**src/hw/rtl/image_column_additive_synth_core_macros.svh**
```systemverilog
// ----------------------------------------------------------------------------
// assertion macros for the image column synth core
// clocked, reset-qualified property checks
// ----------------------------------------------------------------------------
`ifndef IMAGE_COLUMN_ADDITIVE_SYNTH_CORE_MACROS_SVH
`define IMAGE_COLUMN_ADDITIVE_SYNTH_CORE_MACROS_SVH

// plain property, disabled while in reset
`define ICAS_ASSERT(lbl, clk, rst_n, prop, msg) \
    lbl: assert property (@(posedge clk) disable iff (!rst_n) (prop)) else $error(msg);

// same-cycle implication, disabled while in reset
`define ICAS_ASSERT_IMPL(lbl, clk, rst_n, ante, cons, msg) \
    lbl: assert property (@(posedge clk) disable iff (!rst_n) (ante) |-> (cons)) \
        else $error(msg);

`endif

```
**src/hw/rtl/icas_pkg.sv**
```systemverilog
// ----------------------------------------------------------------------------
// icas_pkg
// shared types and constants of the image column additive synth core
// ----------------------------------------------------------------------------
package icas_pkg;

    localparam int DEF_MAX_ROWS        = 2048;
    localparam int DEF_SAMPLE_RATE_HZ  = 44100;
    localparam int DEF_SINE_TABLE_SIZE = 4096;

    localparam int HEIGHT_W   = 12;
    localparam int SPC_W      = 16;
    localparam int TOP_W      = 15;
    localparam int THR_W      = 8;
    localparam int ROW_W      = 11;
    localparam int CH_W       = 8;
    localparam int LEVEL_W    = 10;
    localparam int SAMPLE_W   = 16;
    localparam int SINE_W     = 16;
    localparam int AMP_W      = 20;
    localparam int DIVISOR_W  = 13;
    localparam int CMD_W      = 2;
    localparam int CFG_IDX_W  = 2;
    localparam int CFG_DATA_W = 16;

    localparam int QUEUE_DEPTH = 4;

    localparam logic [CMD_W-1:0] CMD_START  = 2'd0;
    localparam logic [CMD_W-1:0] CMD_LOAD   = 2'd1;
    localparam logic [CMD_W-1:0] CMD_SAMPLE = 2'd2;

    localparam logic [CFG_IDX_W-1:0] REG_HEIGHT = 2'd0;
    localparam logic [CFG_IDX_W-1:0] REG_SPC    = 2'd1;
    localparam logic [CFG_IDX_W-1:0] REG_TOP    = 2'd2;
    localparam logic [CFG_IDX_W-1:0] REG_THR    = 2'd3;

    localparam logic [HEIGHT_W-1:0] RST_HEIGHT = 12'd2048;
    localparam logic [SPC_W-1:0]    RST_SPC    = 16'd8820;
    localparam logic [TOP_W-1:0]    RST_TOP    = 15'd22000;
    localparam logic [THR_W-1:0]    RST_THR    = 8'd10;

    localparam int                LEVEL_COUNT   = 766;
    localparam longint unsigned   HALF_PI_Q30   = 64'd1686629713;
    localparam longint unsigned   AMP_START_Q32 = 64'd2415238;
    localparam longint unsigned   AMP_STEP_Q24  = 64'd16992362;

    typedef enum logic [1:0] {
        K_START,
        K_LOAD,
        K_SAMPLE
    } t_kind;

    typedef struct packed {
        t_kind              kind;
        logic [ROW_W-1:0]   row;
        logic [LEVEL_W-1:0] level;
    } t_item;

    typedef struct packed {
        logic [HEIGHT_W-1:0] height;
        logic [SPC_W-1:0]    spc;
        logic [TOP_W-1:0]    top;
        logic [THR_W-1:0]    thr;
    } t_cfg;

    typedef enum logic [2:0] {
        ST_IDLE,
        ST_DIV_FREQ,
        ST_WALK,
        ST_DRAIN,
        ST_DIV_SAMPLE
    } t_state;

    typedef struct packed {
        logic busy;
        logic done;
    } t_div_stat;

endpackage

```
**src/hw/rtl/icas_front.sv**
```systemverilog
// ----------------------------------------------------------------------------
// icas_front
// takes input words, sorts them by command and queues the useful ones
// ----------------------------------------------------------------------------
module icas_front import icas_pkg::*; (
    input  logic               i_clk,
    input  logic               i_rst_n,
    input  logic               i_valid,
    output logic               o_ready,
    input  logic [CMD_W-1:0]   i_cmd,
    input  logic [ROW_W-1:0]   i_row,
    input  logic [CH_W-1:0]    i_red,
    input  logic [CH_W-1:0]    i_green,
    input  logic [CH_W-1:0]    i_blue,
    input  logic [THR_W-1:0]   i_thr,
    output t_item              o_item,
    output logic               o_item_valid,
    input  logic               i_pop
);

    localparam int QW = $clog2(QUEUE_DEPTH);

    t_item           r_mem [QUEUE_DEPTH];
    logic [QW-1:0]   r_wr_ptr;
    logic [QW-1:0]   r_rd_ptr;
    logic [QW:0]     r_fill;
    logic            w_keep;
    logic            w_queue;
    logic            w_push;
    t_item           w_item;

    assign w_keep = (i_red > i_thr) || ((i_green > i_thr) && (i_blue > i_thr));

    always_comb begin
        w_item.row   = i_row;
        w_item.level = {2'b00, i_red} + {2'b00, i_green} + {2'b00, i_blue};
        w_item.kind  = K_START;
        w_queue      = 1'b0;
        unique case (i_cmd)
            CMD_START: begin
                w_item.kind = K_START;
                w_queue     = 1'b1;
            end
            CMD_LOAD: begin
                w_item.kind = K_LOAD;
                w_queue     = w_keep;
            end
            CMD_SAMPLE: begin
                w_item.kind = K_SAMPLE;
                w_queue     = 1'b1;
            end
            default: begin
                w_queue = 1'b0;
            end
        endcase
    end

    assign o_ready      = (r_fill != (QW+1)'(QUEUE_DEPTH));
    assign w_push       = i_valid && o_ready && w_queue;
    assign o_item_valid = (r_fill != '0);
    assign o_item       = r_mem[r_rd_ptr];

    always_ff @(posedge i_clk) begin
        if (!i_rst_n) begin
            r_wr_ptr <= '0;
            r_rd_ptr <= '0;
            r_fill   <= '0;
        end else begin
            if (w_push) begin
                r_wr_ptr <= r_wr_ptr + 1'b1;
            end
            if (i_pop) begin
                r_rd_ptr <= r_rd_ptr + 1'b1;
            end
            r_fill <= r_fill + (QW+1)'(w_push) - (QW+1)'(i_pop);
        end
    end

    always_ff @(posedge i_clk) begin
        if (w_push) begin
            r_mem[r_wr_ptr] <= w_item;
        end
    end

endmodule

```
**config.mk**
```make
export PLATFORM = sky130hd
export DESIGN_NAME = icas_front
export DESIGN_NICKNAME = d
export VERILOG_FILES = /design/src/hw/rtl/image_column_additive_synth_core_macros.svh /design/src/hw/rtl/icas_pkg.sv /design/src/hw/rtl/icas_front.sv
export SDC_FILE = /design/constraint.sdc
export NUM_CORES = 1
export LEC_CHECK = 0
export ABC_AREA = 0
export BUFFER_PORTS_ARGS = -buffer_cell sky130_fd_sc_hd__buf_2
export CAP_MARGIN = 20
export CORE_MARGIN = 5
export CORE_UTILIZATION = 55
export CTS_CLUSTER_DIAMETER = 120
export DETAILED_ROUTE_END_ITERATION = 12
export GPL_ROUTABILITY_DRIVEN = 0
export PLACE_DENSITY = 0.89
export SYNTH_ARGS = -nofsm -noshare
export SYNTH_HDL_FRONTEND = slang
export SYNTH_SLANG_ARGS = --single-unit
```
**constraint.sdc**
```tcl
create_clock -name i_clk -period 3.2 [get_ports i_clk]
set_clock_uncertainty 0.1 [all_clocks]
set_input_delay 0.32 -clock i_clk [delete_from_list [all_inputs] [get_ports i_clk]]
set_output_delay 0.32 -clock i_clk [all_outputs]
set_load 0.05 [all_outputs]
```
Yosys cells after proc, flatten, opt, wreduce, memory -nomap -nowiden:

Memory sizes are Yosys's and may differ from the RTL's. A register that Yosys moved wholly into a read port is not among the register bits.
Cells that the tools add are included.

* reductions and logical operators: 7
* eq/ne operators: 3
* divide/modulo/power cells: 0
* bitwise gates (word level): 0
* shift operators: 0
* add/sub/neg operators: 6
* multiply operators: 0
* magnitude comparators: 3
* multiplexer cells: 6

Operator list (count)
* > comparator 8 bit: 3
* adder 9 x 8 -> 10 bit: 1
* adder 8 x 8 -> 9 bit: 1
* adder 2 x 1 -> 2 bit (second input constant): 2
* 2-to-1 mux 2 bit: 2
* case mux 2 bit (2 select lines): 1
* adder 3 x 1 -> 3 bit: 1
* logical AND 1 bit: 3
* != test 3 bit (second input constant): 1
* nonzero test 3 bit: 1
* subtractor 3 x 1 -> 3 bit: 1
* equality test 2 x 1 -> 1 bit (second input constant): 1
* equality test 2 bit (second input constant): 1
* zero test 2 bit: 1
* 2-to-1 mux 1 bit: 2
* case mux 1 bit (2 select lines): 1
* OR reduction 2 bit: 1
* logical OR 1 bit: 1

* bits in latches: 0
* register bits: 7
* memories: 1
* word-level logic and storage cells: 29
* input port bits: 49
* bits in read-only memories: 0
* RAM bits: 92

Memory list
* r_mem: words 4, bits a word 23, rd ports 1, clocked after memory_dff 1, wr ports 1, line icas_front.sv:23 `t_item r_mem [QUEUE_DEPTH];`

Logic depth before layout (Yosys ltp):

Gate-level depths: netlist of run 1.

* word-level depth: 7
* depth in mapped cells: 15
* depth with buffers taken out: 15

Worst setup path after synthesis of run 1:

OpenSTA, ideal clock, no wires.

* kind: input -> register
* start point: input i_thr[7]
* end point: register r_fill[2]
* arrival: 2668 ps
* buffers on the path: 0
* library setup time: 115 ps
* setup slack: 317 ps
* stages on the path: 15
* required time: 2985 ps
* cell sequence: inv_1 > ha_1 > nand4_1 > nor2_1 > a211o_2 > nand4_4 > a31oi_4 > inv_1 > ha_1 > inv_1 > ha_1 > fa_1 > xnor2_1 > xnor2_1 > and2_1

* cells in the longest elaborated chain, start to end: 7

RTL lines
* start: declaration: line icas_front.sv:15 `input logic [THR_W-1:0] i_thr,`
* > comparator 8 bit: line icas_front.sv:32 `assign w_keep = (i_red > i_thr) || ((i_green > i_thr) && (i_blue > i_thr));`
* logical AND 1 bit: line icas_front.sv:32
* logical OR 1 bit (*): line icas_front.sv:32
* case mux 1 bit (2 select lines) (*): line icas_front.sv:39 `unique case (i_cmd)`
* logical AND 1 bit (*): line icas_front.sv:59 `assign w_push = i_valid && o_ready && w_queue;`
* adder 3 x 1 -> 3 bit (*): line icas_front.sv:75 `r_fill <= r_fill + (QW+1)'(w_push) - (QW+1)'(i_pop);`
* subtractor 3 x 1 -> 3 bit (*): line icas_front.sv:75
* end signal: assignment: line icas_front.sv:75
* end: declaration: line icas_front.sv:26 `logic [QW:0] r_fill;`

Mark *: on every way between the ends. The rest lies on a longest branch, timed or not.
A chain may end at the register's enable or synchronous reset.

Final worst setup path of run 1:

Same ends and word-level chain as after synthesis.

==> results.yml, run 1 <==
outcome:
  run_status: "finished, final reports clean"
clock_network:
  htreeDepth: 3
  cts-resized-gates: 0
  root_buffer: "clkbuf_8"
  post-cts-setup-buffer-count: 0
  cts_made_buffers: 9
  clock_latency_ps: 350
  cts_tree: "yes"
  clk_pin_slew_ps: 100
  clockBufferDepth: 2
  ctsHoldBuffers: 0
  cts_num_sinks: 101
sta:
  max_slew_margin_pct: 69.0
  tns_ps: 0
  max_freq_mhz: 357
  finalCritPeriodShare_pct: 87.5
  slew_viol_final: 0
  tightest_slew_ps: 466
  hold_viol_final: 0
  fin_hold_ws_ps: 90.3
  setup-violations-final: 0
  fin_crit_ps: 2800
  rsz0062_at_grt: "false"
  fin_ws_ps: 399
worst_setup_path:
  critPathRequiredTime_ps: 3360
  max_stage_delay_ps: 380
  crit_fanout: 7
  critPathTopFamily: "adder cells"
  cp-end-kind: "register"
  critical_path_class: "primary input to register"
  cp_num_buf_inv: 4
  arrival_ps: 2960
  startpoint_type: "primary input"
  cp_cell_sequence: "buf_2, inv_1, ha_1, nand2_1, o21ai_1, mux2_2, nand4_4, a31oi_4, inv_1, ha_1, inv_1, ha_1, fa_1, xnor2_1, xnor2_1, and2_1"
  crit_slowest_cell: "fa_1"
synthesis:
  synth_seq_cells: 101
  netlist_instances: 290
  postSynthAreaPerCell_um2: 16.6
  synth_area_um2: 4830
  synth_top_cell_by_area: "edfxtp_1"
  synth_area_leaders: "edfxtp_1, mux4_2, ha_1, fa_1, dfxtp_1"
  yosysSeqAreaShare_pct: 60.9
  synth_nets: 386
  ys_types: 42
  yosys.area.top_type_share_pct: 57.2
  ys_warn_count: 0
layout:
  diodes: 0
  postLayoutCoreUtil_pct: 64.1
  syn2layout_area_growth_pct: 14.7
  multi_input_area_um2: 1760
  final_layout_size_suffix_gt1_share_pct: 33.0
  fillers: 617
  regArea_um2: 2940
  fin_nets: 470
detailed_routing:
  ant_nets: 0
  viasPerCell: 5.51
  wl_per_cell_um: 17.3
  dr.pass1.iters: 5
  drc: 0
  num_vias: 2685
  drt-total-wl_um: 8440
  drt_iter0_drc: 122
power_and_ir_drop:
  peakVddDrop_uv: 267
  power_density_nw_per_um2: 586
  p_leak_uw: 0.00212
global_routing:
  grt_pass1_wl_um: 14100
  grt_max_degree: 24
  antenna_found_initial: 0
  grt-ovfl-total: 0
  grtUsageTotal_pct: 16.3
  first_global_vias: 2978
floorplan:
  rows: 34
  fp.dieH_um: 104
  core_um2: 8640
  fp.dieW_um: 104
  dieArea_um2: 10800
  start_util_pct: 55.9
  io_pins: 74
hold_path:
  hp-class: "primary input to register"
place:
  place.port_buffers: 73
  place_hpwl_um: 6150
  dp_slack_ps: 5.41
flow_run:
  maxCapViolCount: 0
state kept, by name, summed over array words and instances (netlist names), named ones only:
name,flops
r_mem,92
r_fill,3
r_rd_ptr,2
r_wr_ptr,2
cells by family (layout without fill, tap and decap cells):
logic type	after synthesis	after routing	share of synthesized area, %
AOI/OAI and AO/OA	27	27	4.28
xor gates and xnor gates	8	8	1.45
adders and majority gates	47	47	13.7
buffers and inverters	31	120	2.54
DFF	101	101	60.9
muxes	26	26	11.4
and+or+nand+nor	50	50	5.68
metal layers:
| layer | wire [um] | share of wire (%) | up-vias | GRT usage, % |
|---|---|---|---|---|
| met5 | 0 | 0 | - | 0 |
| met4 | 131 | 1.6 | 0 | 6.57 |
| met3 | 547 | 6.5 | 10 | 2.43 |
| li1 | - | - | 1269 | - |
| met2 | 4150 | 49 | 94 | 26.3 |
| met1 | 3610 | 43 | 1312 | 22.4 |
placed cells by master, fill, tap and decap left out, drive strengths merged, types with 10 or more instances in the layout:
| master | Yosys | layout |
|---|---|---|
| and2 | 10 | 10 |
| mux4 | 23 | 23 |
| ha | 37 | 37 |
| fa | 10 | 10 |
| inv | 25 | 25 |
| edfxtp | 92 | 92 |
| nor2 | 10 | 10 |
| buf | 5 | 79 |
| nand2 | 11 | 11 |
| clkbuf | 1 | 12 |
cell usage after synthesis, drive strengths merged:
library cell  instances
o41ai                 1
a211o                 1
or3                   1
nand3b                1
fa                   10
a31oi                 1
nand4                 6
nor2                 10
a21o                  2
and2                 10
a211oi                1
buf                   5
mux2i                 2
o21ai                 5
dfxtp                 9
o211ai                2
nand3                 2
mux2                  1
a21oi                 9
nor2b                 5
xor2                  1
inv                  25
nor3                  1
edfxtp               92
xnor2                 7
o21a                  1
mux4                 23
nand2b                1
a21boi                3
nand2                11
or2                   1
clkbuf                1
o31ai                 1
ha                   37
nor3b                 1
final cells by class:
| type | instances | area share (%) |
|---|---|---|
| Timing Repair Buffer | 79 | 7.41 |
| Tap cell | 108 | 2.44 |
| Clock inverter | 4 | 0.859 |
| Sequential cell | 101 | 53.1 |
| Multi-Input combinational cell | 158 | 31.8 |
| Clock buffer | 12 | 2.62 |
| Inverter | 25 | 1.69 |
power breakdown:
part,switching (uW),total [uW],internal [uW]
sequential,31.8,1610,1580
clock,393,775,381
combinational,558,859,302
worst paths after layout:
kind | end | slack [ps] | startpoint | cells past startpoint
min reg2reg | r_wr_ptr[0]$_SDFFE_PN0P_ | 410 | r_wr_ptr[0]$_SDFFE_PN0P_ | 2
max reg2reg | r_fill[2]$_SDFF_PN0_ | 710 | r_fill[1]$_SDFF_PN0_ | 12
max | r_fill[2]$_SDFF_PN0_ | 400 | i_thr[7] | 16
min | r_mem[1][12]$_DFFE_PP_ | 90 | i_row[2] | 1
worst register-to-register path: cells and delay by family, from the launching register on:
family | cells | cell delay, ps
AO/OA/AOI/OAI | 1 | 260
XOR/XNOR | 2 | 270
adder cells (fa/ha/maj) | 3 | 840
buffers and inverters | 2 | 120
flip-flops | 1 | 380
AND/OR/NAND/NOR | 4 | 430
per-stage QoR:
step / instance area (um2) / cells / total power (uW)
after global routing: 5540 / 487 / 3410
after floorplan: 4830 / 290 / 2290
final: 5540 / 487 / 3250
after CTS: 5540 / 487 / 3280
after detailed placement: 5350 / 471 / 2510
after global placement: 5350 / 471 / 2470
Power figures use the tool's default switching activity.
==> run 2: changes to the inputs <==
Settings changed: BUFFER_PORTS_ARGS -buffer_cell sky130_fd_sc_hd__buf_2 to default, DONT_BUFFER_PORTS from default to 1, PLACE_DENSITY 0.89 to 0.81.
==> run 2 against run 1 <==
  * Core utilization down 2.5 points
  * Sequential power about the same
  * Register-to-register slack better by 170 ps
  * Count of clock-buffer cells in the layout shrank 3
  * Routed wire length fell by 2.7%
  * First-iteration DRC count is 4.9% lower
==> results.yml, run 2 (synthesized netlist as in run 1, its figures left out) <==
outcome:
  run_status: "finished, final reports clean"
global_routing:
  antenna_found_initial: 0
  use_met1_pct: 19.5
  grtUsageTotal_pct: 15.9
  grt-ovfl-total: 0
  first_global_vias: 2747
  grt_pass1_wl_um: 13500
  grt_max_degree: 24
  use_met2_pct: 25.9
  grt_busiest_layer: "met2"
  grt.met3_usage_pct: 5.29
worst_setup_path:
  cp_num_buf_inv: 3
  max_stage_delay_ps: 380
  startpoint_type: "primary input"
  crit_start: "i_thr[7]"
  cp_cell_sequence: "inv_1, ha_1, nand4_1, nor2_1, a211o_2, nand4_4, a31oi_4, inv_1, ha_1, inv_1, ha_1, fa_1, xnor2_1, xnor2_1, and2_1"
  arrival_ps: 2740
  cp-end-kind: "register"
  critPathRequiredTime_ps: 3350
  critPathTopFamily: "adder cells"
  r2r-start: "r_fill[0]$_SDFF_PN0_"
  critical_path_class: "primary input to register"
  crit_fanout: 3
  r2r_end: "r_fill[2]$_SDFF_PN0_"
  crit_slowest_cell: "fa_1"
  rr_worst_depth: 12
  rrSetupSlack_ps: 880
layout:
  final_layout_size_suffix_gt1_share_pct: 16.9
  regArea_um2: 2940
  final_common_cell: "edfxtp_1"
  final_cell_mix: "edfxtp_1, ha_1, inv_1"
  top_register: "r_mem"
  reg_top3: "r_mem: 92 flops, r_fill: 3 flops"
  fillers: 642
  diodes: 0
  largest_reg_flops: 92
  multi_input_area_um2: 1760
  syn2layout_area_growth_pct: 10.2
  fin_cells: 427
  fin_nets: 411
clock_network:
  clock_latency_ps: 350
  cts_num_sinks: 101
  cts_tree: "yes"
  htreeDepth: 3
  root_buffer: "clkbuf_8"
  cts_made_buffers: 9
  cts-resized-gates: 0
  clk_pin_slew_ps: 90
  clockBufferDepth: 2
detailed_routing:
  viasPerCell: 5.77
  dr.pass1.iters: 4
  drt_iter0_drc: 116
  drc: 0
  drt-total-wl_um: 8210
  num_vias: 2464
  wl_per_cell_um: 19.2
  ant_nets: 0
place:
  place_hpwl_um: 6080
  place.port_buffers: 0
  post-place-cells: 399
  dp_slack_ps: 214
sta:
  fin_ws_ps: 610
  tns_ps: 0
  finalCritPeriodShare_pct: 80.9
  max_slew_margin_pct: 45.5
  slew_viol_final: 0
  hold_viol_final: 0
  tightest_slew_ps: 817
  max_freq_mhz: 386
  fin_crit_ps: 2590
  rsz0062_at_grt: "false"
  setup-violations-final: 0
floorplan:
  start_util_pct: 55.9
  fp.dieH_um: 104
  dieArea_um2: 10800
  core_um2: 8640
  io_pins: 74
  rows: 34
  fp.dieW_um: 104
hold_path:
  holdPathEnd: "r_wr_ptr[1]$_SDFFE_PN0P_"
  min_from: "i_rst_n"
  hp-class: "primary input to register"
  holdPathStages: 2
power_and_ir_drop:
  power_density_nw_per_um2: 581
  p_leak_uw: 0.00189
  peakVddDrop_uv: 211
flow_run:
  maxCapViolCount: 0
## run 2: timing repair
| action | CTS | global route |
|---|---|---|
| buffers inserted | 0 | 0 |
| hold endpoints to repair | 53 | 0 |
| hold buffers | 13 | 0 |
| endpoints found under the setup margin | 0 | 0 |
## run 2: per-stage QoR
stage,cell area [um2],utilization (%),total power [uW],hold WS [ps]
floorplan,4830,-,2290,319
global placement,5030,58.2,2410,319
detailed placement,5030,58.2,2440,319
CTS,5320,61.6,3130,6.11
global route,5320,61.6,3250,17.4
finish,5320,61.6,3090,28.0
## run 2: worst max path at each step
| stage | endpoint | slack [ps] | cells past startpoint |
|---|---|---|---|
| 2_1_floorplan | r_fill[2]$_SDFF_PN0_ | 320 | 15 |
| 3_3_place_gp | r_fill[2]$_SDFF_PN0_ | 310 | 15 |
| 3_5_place_dp | r_fill[2]$_SDFF_PN0_ | 210 | 15 |
| 4_1_cts | r_fill[2]$_SDFF_PN0_ | 610 | 15 |
| 5_1_grt | r_fill[2]$_SDFF_PN0_ | 400 | 15 |
| 6_report | r_fill[2]$_SDFF_PN0_ | 610 | 15 |
## run 2: routing by layer
metal	vias to the layer above	wire length, um
li1	1150	-
met1	1213	3510
met2	87	3930
met3	14	635
met4	0	138
met5	-	0
## run 2: area by class of cell
class / count / share of cell area (%)
clock inverters: 6 / 0.729
well taps: 108 / 2.54
flip-flops and latches: 101 / 55.4
repair buffers: 20 / 4.14
inverters: 25 / 1.76
clock buffers: 9 / 2.33
multi-input cells: 158 / 33.1
## run 2: power breakdown
| part | total (uW) | switching [uW] | internal (uW) |
|---|---|---|---|
| Sequential | 1630 | 44.9 | 1580 |
| Clock | 680 | 402 | 279 |
| Combinational | 784 | 519 | 266 |
| Total | 3090 | 965 | 2120 |
